[src/sv/cltr_pkg.sv]
// Shared types, byte codes and the Cyrillic letter table for the transliterator.
// No dependencies.
package cltr_pkg;

  localparam logic CMD_DATA = 1'b0;
  localparam logic CMD_END  = 1'b1;

  localparam logic [1:0] PP_NONE  = 2'd0;
  localparam logic [1:0] PP_C2    = 2'd1;
  localparam logic [1:0] PP_E2    = 2'd2;
  localparam logic [1:0] PP_E280  = 2'd3;

  localparam logic [7:0] BYTE_WORD_MARK = 8'h01;
  localparam logic [7:0] BYTE_LEAD_LO   = 8'hD0;
  localparam logic [7:0] BYTE_LEAD_HI   = 8'hD3;
  localparam logic [7:0] BYTE_D0        = 8'hD0;
  localparam logic [7:0] BYTE_D1        = 8'hD1;
  localparam logic [7:0] BYTE_HARD_LO   = 8'h8A;
  localparam logic [7:0] BYTE_HARD_UP   = 8'hAA;
  localparam logic [7:0] BYTE_IE_LO     = 8'hB5;
  localparam logic [7:0] BYTE_IE_UP     = 8'h95;
  localparam logic [7:0] BYTE_C2        = 8'hC2;
  localparam logic [7:0] BYTE_E2        = 8'hE2;
  localparam logic [7:0] BYTE_80        = 8'h80;
  localparam logic [7:0] BYTE_LAQUO     = 8'hAB;
  localparam logic [7:0] BYTE_RAQUO     = 8'hBB;
  localparam logic [7:0] BYTE_EMDASH    = 8'h94;
  localparam logic [7:0] BYTE_ENDASH    = 8'h93;
  localparam logic [7:0] BYTE_ELLIPSIS  = 8'hA6;
  localparam logic [7:0] ASCII_APOS     = 8'h27;
  localparam logic [7:0] ASCII_Y_LO     = 8'h79;
  localparam logic [7:0] ASCII_Y_UP     = 8'h59;
  localparam logic [7:0] ASCII_E_LO     = 8'h65;

  typedef struct packed {
    logic [7:0] held_lead;
    logic       lead_pending;
    logic       at_word_start;
    logic       hard_sign_dropped;
    logic [1:0] punct_prefix;
  } cltr_state_t;

  typedef struct packed {
    logic [1:0] cnt;
    logic [7:0] b0;
    logic [7:0] b1;
  } cltr_res_t;

  typedef struct packed {
    logic       hit;
    logic       two;
    logic [7:0] b0;
    logic [7:0] b1;
  } cltr_letter_t;

  localparam cltr_state_t STATE_RESET = '{
    held_lead: 8'h00, lead_pending: 1'b0, at_word_start: 1'b1,
    hard_sign_dropped: 1'b0, punct_prefix: PP_NONE};

  function automatic cltr_letter_t l1(input logic [7:0] b0);
    cltr_letter_t r;
    r.hit = 1'b1;
    r.two = 1'b0;
    r.b0  = b0;
    r.b1  = 8'h00;
    return r;
  endfunction

  function automatic cltr_letter_t l2(input logic [7:0] b0, input logic [7:0] b1);
    cltr_letter_t r;
    r.hit = 1'b1;
    r.two = 1'b1;
    r.b0  = b0;
    r.b1  = b1;
    return r;
  endfunction

  function automatic cltr_letter_t letter_lookup(input logic [7:0] lead,
                                                 input logic [7:0] trail);
    cltr_letter_t r;
    r = '0;
    unique case ({lead, trail})
      16'hD0B0: r = l1(8'h61);
      16'hD0B1: r = l1(8'h62);
      16'hD0B2: r = l1(8'h76);
      16'hD0B3: r = l1(8'h67);
      16'hD293: r = l2(8'hC4, 8'hA1);
      16'hD0B4: r = l1(8'h64);
      16'hD0B5: r = l1(8'h65);
      16'hD191: r = l2(8'h79, 8'h6F);
      16'hD0B6: r = l2(8'hC5, 8'hBE);
      16'hD0B7: r = l1(8'h7A);
      16'hD0B8: r = l1(8'h69);
      16'hD3A3: r = l2(8'hC4, 8'hAB);
      16'hD0B9: r = l1(8'h79);
      16'hD0BA: r = l1(8'h6B);
      16'hD29B: r = l1(8'h71);
      16'hD0BB: r = l1(8'h6C);
      16'hD0BC: r = l1(8'h6D);
      16'hD0BD: r = l1(8'h6E);
      16'hD0BE: r = l1(8'h6F);
      16'hD0BF: r = l1(8'h70);
      16'hD180: r = l1(8'h72);
      16'hD181: r = l1(8'h73);
      16'hD182: r = l1(8'h74);
      16'hD183: r = l1(8'h75);
      16'hD3AF: r = l2(8'hC5, 8'hAB);
      16'hD184: r = l1(8'h66);
      16'hD185: r = l1(8'h78);
      16'hD2B3: r = l1(8'h68);
      16'hD187: r = l2(8'hC4, 8'h8D);
      16'hD2B7: r = l1(8'h6A);
      16'hD188: r = l2(8'hC5, 8'hA1);
      16'hD18D: r = l1(8'h65);
      16'hD18E: r = l2(8'h79, 8'h75);
      16'hD18F: r = l2(8'h79, 8'h61);
      16'hD090: r = l1(8'h41);
      16'hD091: r = l1(8'h42);
      16'hD092: r = l1(8'h56);
      16'hD093: r = l1(8'h47);
      16'hD292: r = l2(8'hC4, 8'hA0);
      16'hD094: r = l1(8'h44);
      16'hD095: r = l1(8'h45);
      16'hD081: r = l2(8'h59, 8'h6F);
      16'hD096: r = l2(8'hC5, 8'hBD);
      16'hD097: r = l1(8'h5A);
      16'hD098: r = l1(8'h49);
      16'hD3A2: r = l2(8'hC4, 8'hAA);
      16'hD099: r = l1(8'h59);
      16'hD09A: r = l1(8'h4B);
      16'hD29A: r = l1(8'h51);
      16'hD09B: r = l1(8'h4C);
      16'hD09C: r = l1(8'h4D);
      16'hD09D: r = l1(8'h4E);
      16'hD09E: r = l1(8'h4F);
      16'hD09F: r = l1(8'h50);
      16'hD0A0: r = l1(8'h52);
      16'hD0A1: r = l1(8'h53);
      16'hD0A2: r = l1(8'h54);
      16'hD0A3: r = l1(8'h55);
      16'hD3AE: r = l2(8'hC5, 8'hAA);
      16'hD0A4: r = l1(8'h46);
      16'hD0A5: r = l1(8'h58);
      16'hD2B2: r = l1(8'h48);
      16'hD0A7: r = l2(8'hC4, 8'h8C);
      16'hD2B6: r = l1(8'h4A);
      16'hD0A8: r = l2(8'hC5, 8'hA0);
      16'hD0AD: r = l1(8'h45);
      16'hD0AE: r = l2(8'h59, 8'h75);
      16'hD0AF: r = l2(8'h59, 8'h61);
      default:  r = '0;
    endcase
    return r;
  endfunction

endpackage

[src/sv/cyrillic_latin_transliterator.sv]
// Tajik Cyrillic to Latin UTF-8 transliterator: input register, word state,
// translation logic and result register. Depends on cltr_pkg, cltr_xlat, cltr_outq.
//
//   channel | ports                          | beat
//   input   | in_valid in_stall in_cmd in_byte | one text byte or end of text
//   result  | out_valid out_stall out_byte out_last | one Latin byte
//
// One input beat per cycle, while out_stall is low, when each causes at most
// one result byte; an item with two result bytes holds the result register
// until both are sent. Bytes pass the input register, then the result register.
// Reset (rst_n low, synchronous) empties both registers and puts the word state
// at text start. A stalled result backs up into the input register, then in_stall.
module cyrillic_latin_transliterator import cltr_pkg::*; (
  input  logic       clk,
  input  logic       rst_n,
  input  logic       in_valid,
  output logic       in_stall,
  input  logic       in_cmd,
  input  logic [7:0] in_byte,
  output logic       out_valid,
  input  logic       out_stall,
  output logic [7:0] out_byte,
  output logic       out_last
);

  logic        s1_valid_r, s1_valid_nxt;
  logic        s1_cmd_r;
  logic [7:0]  s1_byte_r;
  cltr_state_t st_r, st_nxt, st_calc;
  cltr_res_t   res;
  logic        can_load;
  logic        adv;
  logic        accept;

  cltr_xlat u_xlat (
    .st      (st_r),
    .cmd     (s1_cmd_r),
    .in_byte (s1_byte_r),
    .st_nxt  (st_calc),
    .res     (res)
  );

  cltr_outq u_outq (
    .clk       (clk),
    .rst_n     (rst_n),
    .load      (adv),
    .res       (res),
    .can_load  (can_load),
    .out_valid (out_valid),
    .out_stall (out_stall),
    .out_byte  (out_byte),
    .out_last  (out_last)
  );

  assign adv      = s1_valid_r && (can_load || res.cnt == 2'd0);
  assign in_stall = s1_valid_r && !adv;
  assign accept   = in_valid && !in_stall;

  always_comb begin
    s1_valid_nxt = s1_valid_r;
    if (accept) begin
      s1_valid_nxt = 1'b1;
    end else if (adv) begin
      s1_valid_nxt = 1'b0;
    end
    st_nxt = adv ? st_calc : st_r;
  end

  always_ff @(posedge clk) begin
    if (!rst_n) begin
      s1_valid_r <= 1'b0;
      st_r       <= STATE_RESET;
    end else begin
      s1_valid_r <= s1_valid_nxt;
      st_r       <= st_nxt;
    end
  end

  always_ff @(posedge clk) begin
    if (accept) begin
      s1_cmd_r  <= in_cmd;
      s1_byte_r <= in_byte;
    end
  end

endmodule

[src/sv/cltr_xlat.sv]
// Combinational byte translation: word state and one input beat in, next state
// and up to two result bytes out. Depends on cltr_pkg.
module cltr_xlat import cltr_pkg::*; (
  input  cltr_state_t st,
  input  logic        cmd,
  input  logic [7:0]  in_byte,
  output cltr_state_t st_nxt,
  output cltr_res_t   res
);

  typedef struct packed {
    cltr_state_t st;
    logic        emit;
  } fresh_t;

  function automatic logic is_break(input logic [7:0] b);
    logic r;
    case (b) inside
      8'h20, 8'h09, 8'h0A, 8'h0D, 8'h2C, 8'h2E, 8'h21, 8'h3F,
      8'h3B, 8'h3A, 8'h28, 8'h29, 8'h5B, 8'h5D: r = 1'b1;
      default: r = 1'b0;
    endcase
    return r;
  endfunction

  function automatic fresh_t fresh(input cltr_state_t s, input logic [7:0] b);
    fresh_t r;
    r.st   = s;
    r.emit = 1'b0;
    if (b == BYTE_WORD_MARK) begin
      r.st.at_word_start     = 1'b1;
      r.st.hard_sign_dropped = 1'b0;
      r.st.punct_prefix      = PP_NONE;
    end else if (b >= BYTE_LEAD_LO && b <= BYTE_LEAD_HI) begin
      r.st.held_lead    = b;
      r.st.lead_pending = 1'b1;
      r.st.punct_prefix = PP_NONE;
    end else begin
      r.emit = 1'b1;
      if (is_break(b) ||
          (s.punct_prefix == PP_C2 && (b == BYTE_LAQUO || b == BYTE_RAQUO)) ||
          (s.punct_prefix == PP_E280 &&
           (b == BYTE_EMDASH || b == BYTE_ENDASH || b == BYTE_ELLIPSIS))) begin
        r.st.at_word_start     = 1'b1;
        r.st.hard_sign_dropped = 1'b0;
        r.st.punct_prefix      = PP_NONE;
      end else begin
        if (s.punct_prefix == PP_E2 && b == BYTE_80) begin
          r.st.punct_prefix = PP_E280;
        end else if (b == BYTE_C2) begin
          r.st.punct_prefix = PP_C2;
        end else if (b == BYTE_E2) begin
          r.st.punct_prefix = PP_E2;
        end else begin
          r.st.punct_prefix = PP_NONE;
        end
        r.st.at_word_start     = 1'b0;
        r.st.hard_sign_dropped = 1'b0;
      end
    end
    return r;
  endfunction

  cltr_letter_t lt;
  fresh_t       fr_direct;
  fresh_t       fr_after;
  cltr_state_t  st_pair;
  logic         hard_sign;
  logic         ie_start;

  assign lt        = letter_lookup(st.held_lead, in_byte);
  assign hard_sign = (st.held_lead == BYTE_D1 && in_byte == BYTE_HARD_LO) ||
                     (st.held_lead == BYTE_D0 && in_byte == BYTE_HARD_UP);
  assign ie_start  = st.at_word_start && st.held_lead == BYTE_D0 &&
                     (in_byte == BYTE_IE_LO || in_byte == BYTE_IE_UP);
  assign fr_direct = fresh(st, in_byte);

  always_comb begin
    st_pair = st;
    st_pair.lead_pending      = 1'b0;
    st_pair.held_lead         = 8'h00;
    st_pair.at_word_start     = 1'b0;
    st_pair.hard_sign_dropped = 1'b0;
  end

  assign fr_after = fresh(st_pair, in_byte);

  always_comb begin
    st_nxt = st;
    res    = '0;
    if (cmd == CMD_END) begin
      if (st.lead_pending) begin
        res.cnt = 2'd1;
        res.b0  = st.held_lead;
      end
      st_nxt = STATE_RESET;
    end else if (st.lead_pending) begin
      st_nxt = st_pair;
      if (hard_sign) begin
        if (st.at_word_start && !st.hard_sign_dropped) begin
          st_nxt.at_word_start     = st.at_word_start;
          st_nxt.hard_sign_dropped = 1'b1;
        end else begin
          res.cnt = 2'd1;
          res.b0  = ASCII_APOS;
        end
      end else if (ie_start) begin
        res.cnt = 2'd2;
        res.b0  = (in_byte == BYTE_IE_LO) ? ASCII_Y_LO : ASCII_Y_UP;
        res.b1  = ASCII_E_LO;
      end else if (lt.hit) begin
        res.cnt = lt.two ? 2'd2 : 2'd1;
        res.b0  = lt.b0;
        res.b1  = lt.b1;
      end else begin
        st_nxt  = fr_after.st;
        res.cnt = fr_after.emit ? 2'd2 : 2'd1;
        res.b0  = st.held_lead;
        res.b1  = in_byte;
      end
    end else begin
      st_nxt  = fr_direct.st;
      res.cnt = fr_direct.emit ? 2'd1 : 2'd0;
      res.b0  = in_byte;
    end
  end

endmodule

[src/sv/cltr_outq.sv]
// Result register: holds up to two bytes of one item and sends them one beat
// per cycle while out_stall is low. Depends on cltr_pkg.
module cltr_outq import cltr_pkg::*; (
  input  logic       clk,
  input  logic       rst_n,
  input  logic       load,
  input  cltr_res_t  res,
  output logic       can_load,
  output logic       out_valid,
  input  logic       out_stall,
  output logic [7:0] out_byte,
  output logic       out_last
);

  logic [1:0] cnt_r, cnt_nxt;
  logic [7:0] b0_r, b0_nxt;
  logic [7:0] b1_r, b1_nxt;
  logic       take;

  assign take      = (cnt_r != 2'd0) && !out_stall;
  assign can_load  = (cnt_r == 2'd0) || (cnt_r == 2'd1 && take);
  assign out_valid = (cnt_r != 2'd0);
  assign out_byte  = b0_r;
  assign out_last  = (cnt_r == 2'd1);

  always_comb begin
    cnt_nxt = cnt_r;
    b0_nxt  = b0_r;
    b1_nxt  = b1_r;
    if (take) begin
      cnt_nxt = cnt_r - 2'd1;
      b0_nxt  = b1_r;
    end
    if (load && res.cnt != 2'd0) begin
      cnt_nxt = res.cnt;
      b0_nxt  = res.b0;
      b1_nxt  = res.b1;
    end
  end

  always_ff @(posedge clk) begin
    if (!rst_n) begin
      cnt_r <= 2'd0;
    end else begin
      cnt_r <= cnt_nxt;
    end
  end

  always_ff @(posedge clk) begin
    b0_r <= b0_nxt;
    b1_r <= b1_nxt;
  end

endmodule
[config.mk]
export PLATFORM = sky130hd
export DESIGN_NAME = cyrillic_latin_transliterator
export DESIGN_NICKNAME = d
export VERILOG_FILES = /design/src/sv/cltr_pkg.sv /design/src/sv/cyrillic_latin_transliterator.sv /design/src/sv/cltr_xlat.sv /design/src/sv/cltr_outq.sv
export SDC_FILE = /design/constraint.sdc
export NUM_CORES = 1
export LEC_CHECK = 0
export BUFFER_PORTS_ARGS = -buffer_cell sky130_fd_sc_hd__buf_2
export CORE_ASPECT_RATIO = 0.7
export CORE_MARGIN = 3
export CORE_UTILIZATION = 40
export DETAILED_ROUTE_END_ITERATION = 12
export PLACE_DENSITY_LB_ADDON = 0.05
export SYNTH_ARGS = -nofsm -noshare
export SYNTH_HDL_FRONTEND = slang
export SYNTH_SLANG_ARGS = --single-unit
[constraint.sdc]
create_clock -name clk -period 5 [get_ports clk]
set_input_delay 0.25 -clock clk [delete_from_list [all_inputs] [get_ports clk]]
set_output_delay 0.25 -clock clk [all_outputs]
set_load 0.1 [all_outputs]
==> flow_summary.yaml, run 1 <==
run_status:
  status: "complete, no violations"
detailed_routing:
  vias: 4142
  first_pass_iters: 8
  wl_met2_um: 5914
  top_layer_used: "met4"
  drt_iter0_markers: 731
  met1_length_um: 6743
  vias_per_cell: 6.746
  ant_nets: 0
  wl_um: 14910
  wire_per_inst_um: 24.29
  dr_wl_met3_um: 1929
  post-route-drc-count: 0
cts:
  clockRootBuffer: "clkbuf_16"
  cts_made_buffers: 5
  cts_tree: "yes"
  ctsResizeCount: 0
  postCtsHoldBufs: 0
  cts_max_level: 2
  ctsLongestPathBuffers: 2
  post_cts_buffers: 0
  numClockSinks: 41
  clk_latency_ps: 290
  clk_pin_slew_ps: 60
cells_and_area:
  drive_gt1_share_pct: 17.79
  final_area_mm2: 0.004248
  stdcell_count: 614
  layout_common_cells: "49 x nand2_1, 39 x nor2_1, 26 x a21oi_1"
  nets: 503
  area_growth_pct: 9.024
  layout_commonest_cell: "nand2_1"
synth:
  ys_seq_area_share_pct: 27.49
  synth-edff-count: 25
  ys_ff_latch: 41
  synth_top_flop_cell: "edfxtp_1"
  synth_nets: 490
  synth.distinct_cells: 88
  yosys_warnings: 0
  syn_area_per_cell_um2: 8.203
  syn_area_mm2: 0.003896
  synth_cells: 475
  async_flop_share_pct: 0
critical_path:
  endpoint_kind: "register"
  cp_top_family: "simple AND/OR/NAND/NOR gates"
  path_cells: "buf_4 > nand2b_1 > nor3_1 > o21ai_1 > nand4_1 > nor4_2 > and2_4 > o2111ai_2 > a21oi_2 > mux2_2"
  crit_slowest_cell: "edfxtp_1"
  required_ps: 5030
  cp_max_fo: 19
  cp-start-kind: "register"
  cp_num_buf_inv: 1
  slowest_delay_ps: 710
  r2r_cells: 10
  arrival_ps: 4280
  cp.depth: 10
  critPathKind: "reg -> reg"
timing:
  setup_viol: 0
  fin_skew_ps: 8.954
  relSlewSlack_pct: 40.44
  hold_viol_final: 0
  max_freq_mhz: 235.3
  finalCriticalPeriod_ps: 4251
  slew_viol_final: 0
  rsz0062_at_grt: "false"
  tightest_slew_ps: 891.6
  fin_crit_sh_pct: 85.01
  tns_ps: 0
floorplan:
  ioPinCount: 24
  die_w_um: 124.0
  core_mm2: 0.009253
  start_util_pct: 42.11
  die_h_um: 88.58
  rows: 29
  die-area_mm2: 0.01098
placed_design:
  dp.final_hpwl_um: 11420
  io_buffers: 23
  dpl.cell_count: 605
  placed_area_mm2: 0.004096
  gp_congestion: 1.041
global_route:
  first_global_vias: 3753
  grt_max_degree: 36
  overflow: 0
  grt_pass1_wl_um: 23110
  grt_util_all_layers_pct: 28.41
  antenna_found_initial: 0
power_and_ir_drop:
  peakVddDrop_uv: 134.7
  powerDensity_mw_per_mm2: 246.8
  leakagePower_uw: 0.001486
worst_hold_path:
  hold_path_depth: 1
  min_path_type: "in -> reg"
job:
  drv_cap: 0
==> synth_stat cells (9+ instances only) <==
cell | instances | area [um2]
nor3_1 | 19 | 95.09
o21ai_0 | 24 | 120.1
nand3_1 | 16 | 80.08
nor2b_1 | 12 | 75.07
a21oi_1 | 26 | 130.1
inv_1 | 12 | 45.04
dfxtp_1 | 16 | 320.3
edfxtp_1 | 25 | 750.7
nand2_1 | 49 | 183.9
nand4_1 | 9 | 56.30
buf_2 | 15 | 75.07
nor2_1 | 39 | 146.4
nand2b_1 | 14 | 87.58
==> cell families after synthesis <==
logic type                 share of synthesized area (%)
AOI/OAI and AO/OA                                  26.40
xor gates and xnor gates                           1.124
adders and majority gates                         0.6422
buffers and inverters                              6.936
DFF                                                27.49
muxes                                              4.143
and+or+nand+nor                                    33.27
==> worst register-to-register path, cell delays in order (launching register included) <==
cell       delay [ps]
edfxtp_1          710
buf_4             320
nand2b_1          350
nor3_1            140
o21ai_1           280
nand4_1           210
nor4_2            410
and2_4            330
o2111ai_2         170
a21oi_2           650
mux2_2            420
==> through the flow <==
stage          setup slack (ps)  hold WS, ps  util (%)  total power, uW
6_report                  749.4        128.5     45.91             1048
5_1_grt                   483.5        119.9     45.88             1090
4_1_cts                   819.4        124.3     45.88             1051
3_5_place_dp              844.6        428.3     44.27            719.8
3_3_place_gp              935.3        426.0     44.27            719.2
2_1_floorplan              1126        348.9         -            654.1
==> registers in the layout, indices dropped and copies added (netlist names) <==
register	flops
u_outq.b1_r	8
u_outq.out_byte	8
u_outq.cnt_r	2
s1_byte_r	8
s1_cmd_r	1
st_r	13
s1_valid_r	1
==> power by group <==
part	internal [uW]	switching [uW]	total [uW]
registers	387	18.0	405
logic	77.6	234	312
clock network	199	132	331
total	664	385	1050
==> area by class of cell <==
cell class	instances	area [um2]
Fill cell	926	5005
Multi-Input combinational cell	385	2560
Sequential cell	41	1071
Timing Repair Buffer	43	265.3
Tap cell	124	155.1
Clock buffer	7	142.6
Inverter	12	45.04
Clock inverter	1	6.256
Antenna cell	1	2.502
==> per-layer routing <==
layer,vias to the layer above,track usage (%)
met5,-,0
met4,0,7.157
met3,38,7.923
met2,261,38.55
met1,1984,43.65
li1,1859,-
==> path summary, 6_finish.rpt <==
check	start	end	slack (ps)
worst max-delay path	s1_byte_r[0]	u_outq.out_byte[7]	750
worst min-delay path	in_byte[4]	s1_byte_r[4]	130
worst max register to register	s1_byte_r[0]	u_outq.out_byte[7]	750
worst min register to register	st_r[0]	st_r[0]	480
Power figures use the tool's default switching activity.
==> inputs of run 2 (changes only) <==
Settings changed: BUFFER_PORTS_ARGS -buffer_cell sky130_fd_sc_hd__buf_2 to unset, CELL_PAD_IN_SITES_DETAIL_PLACEMENT set to 0, CELL_PAD_IN_SITES_GLOBAL_PLACEMENT set to 1, DONT_BUFFER_PORTS set to 1.
==> run 2 against run 1 <==
Against the previous run: clock power up 17%; critical endpoint is now u_outq.b1_r[7]; critical path depth down 1; die area unchanged; register-to-register slack worse by 210 ps; clock-buffer cell count unchanged; via count down 2.5%; sequential cell count unchanged; cell area down 1.8%; combinational power down 32%; power up 4.3%; worst setup slack worse by 210 ps.
==> flow_summary.yaml, run 2 (synthesis gave the netlist of run 1 again) <==
run_status:
  status: "complete, no violations"
worst_hold_path:
  min_path_type: "in -> reg"
  min_from: "rst_n"
  hold_path_depth: 1
power_and_ir_drop:
  leakagePower_uw: 0.001408
  switching_share_pct: 35.58
  peakVddDrop_uv: 150.2
  combPwrFrac_pct: 19.5
  p_int_uw: 704.8
  power_frac_seq_pct: 45.0
  pwr-share-clk_pct: 35.5
  p_switching_uw: 389.2
  powerDensity_mw_per_mm2: 262.3
global_route:
  grt_max_degree: 25
  grt_util_all_layers_pct: 27.51
  first_global_vias: 3657
  gr-usage-met3_pct: 7.859
  grt.busiest_layer: "met1"
  use_met1_pct: 43.04
  grt_pass1_wl_um: 22550
  antenna_found_initial: 0
  use_met2_pct: 36.68
  overflow: 0
timing:
  timing.hold.ws_ps: 33.41
  finalCriticalPeriod_ps: 4457
  max_freq_mhz: 224.3
  fin_crit_sh_pct: 89.15
  rsz0062_at_grt: "false"
  setup_viol: 0
  slew_viol_final: 0
  setup_ws_ps: 542.5
  hold_viol_final: 0
  tightest_slew_ps: 1106
  tns_ps: 0
  fin_skew_ps: 5.900
  relSlewSlack_pct: 26.17
critical_path:
  cp_num_buf_inv: 1
  r2r_cells: 9
  r2r-start: "s1_byte_r[2]"
  arrival_ps: 4420
  path_cells: "or2_1 > nor3_1 > o21ai_1 > nand4_1 > nor4_2 > and2_4 > o2111ai_2 > a21oi_2 > inv_1"
  cp.depth: 9
  required_ps: 4970
  endpoint_kind: "register"
  critPathKind: "reg -> reg"
  cp-startpoint: "s1_byte_r[2]"
  cp_max_fo: 23
  cp_top_family: "simple AND/OR/NAND/NOR gates"
  crit_slowest_cell: "edfxtp_1"
  slowest_delay_ps: 890
  cp-start-kind: "register"
detailed_routing:
  wire_per_inst_um: 25.13
  vias_per_cell: 6.846
  wl_um: 14830
  vias: 4039
  drt_iter0_markers: 644
  post-route-drc-count: 0
  ant_nets: 0
  first_pass_iters: 5
cts:
  clk_latency_ps: 290
  ctsLongestPathBuffers: 2
  clockRootBuffer: "clkbuf_16"
  ctsResizeCount: 0
  cts_made_buffers: 5
  numClockSinks: 41
  postCtsHoldBufs: 0
  clk_pin_slew_ps: 60
  post_cts_buffers: 0
  cts_tree: "yes"
  cts_max_level: 2
floorplan:
  start_util_pct: 42.11
  die_w_um: 124.0
  core_mm2: 0.009253
  die-area_mm2: 0.01098
  die_h_um: 88.58
  rows: 29
  ioPinCount: 24
cells_and_area:
  layout_commonest_cell: "nand2_1"
  diodes: 0
  largest_reg_flops: 13
  nets: 480
  area_growth_pct: 7.065
  drive_gt1_share_pct: 13.95
  layout_common_cells: "49 x nand2_1, 39 x nor2_1, 26 x a21oi_1"
  fillCellCount: 935
  regMostFlops: "st_r"
placed_design:
  gp_congestion: 1.062
  io_buffers: 0
  dp.final_hpwl_um: 11240
  place_ws_ps: 740.9
job:
  drv_cap: 0
[run 2: routing by layer]
| metal | wire length, um | vias up |
|---|---|---|
| li1 | - | 1816 |
| met1 | 6745 | 1931 |
| met2 | 5935 | 272 |
| met3 | 1905 | 20 |
| met4 | 239 | 0 |
| met5 | 0 | - |
[run 2: path summary, 6_finish.rpt]
check | endpoint | slack [ps]
worst max-delay path | u_outq.b1_r[7] | 540
worst min-delay path | st_r[3] | 30
worst max register to register | u_outq.b1_r[7] | 540
worst min register to register | st_r[0] | 480
[run 2: metrics by stage]
step | std cells | instance area (um2) | total power, uW | utilization [%]
2_1_floorplan | 475 | 3901 | 654.1 | -
5_1_grt | 590 | 4172 | 1132 | 45.08
3_3_place_gp | 582 | 3988 | 711.6 | 43.10
4_1_cts | 590 | 4172 | 1098 | 45.08
3_5_place_dp | 582 | 3988 | 707.5 | 43.10
6_report | 590 | 4172 | 1094 | 45.08
[run 2: final cells by class]
type / instances / area (um2) / share of cell area, %
Sequential cell: 41 / 1071 / 25.67
Tap cell: 124 / 155.1 / 3.719
Clock buffer: 7 / 175.2 / 4.199
Multi-Input combinational cell: 385 / 2566 / 61.52
Clock inverter: 1 / 8.758 / 0.2100
Inverter: 12 / 45.04 / 1.080
Timing Repair Buffer: 20 / 150.1 / 3.599
[run 2: power groups by stage]
stage | clock, uW | combinational [uW] | sequential (uW)
after floorplan | 0 | 178 | 476
after global placement | 0 | 213 | 499
after detailed placement | 0 | 209 | 499
after CTS | 396 | 210 | 492
after global routing | 408 | 228 | 496
final | 388 | 213 | 493
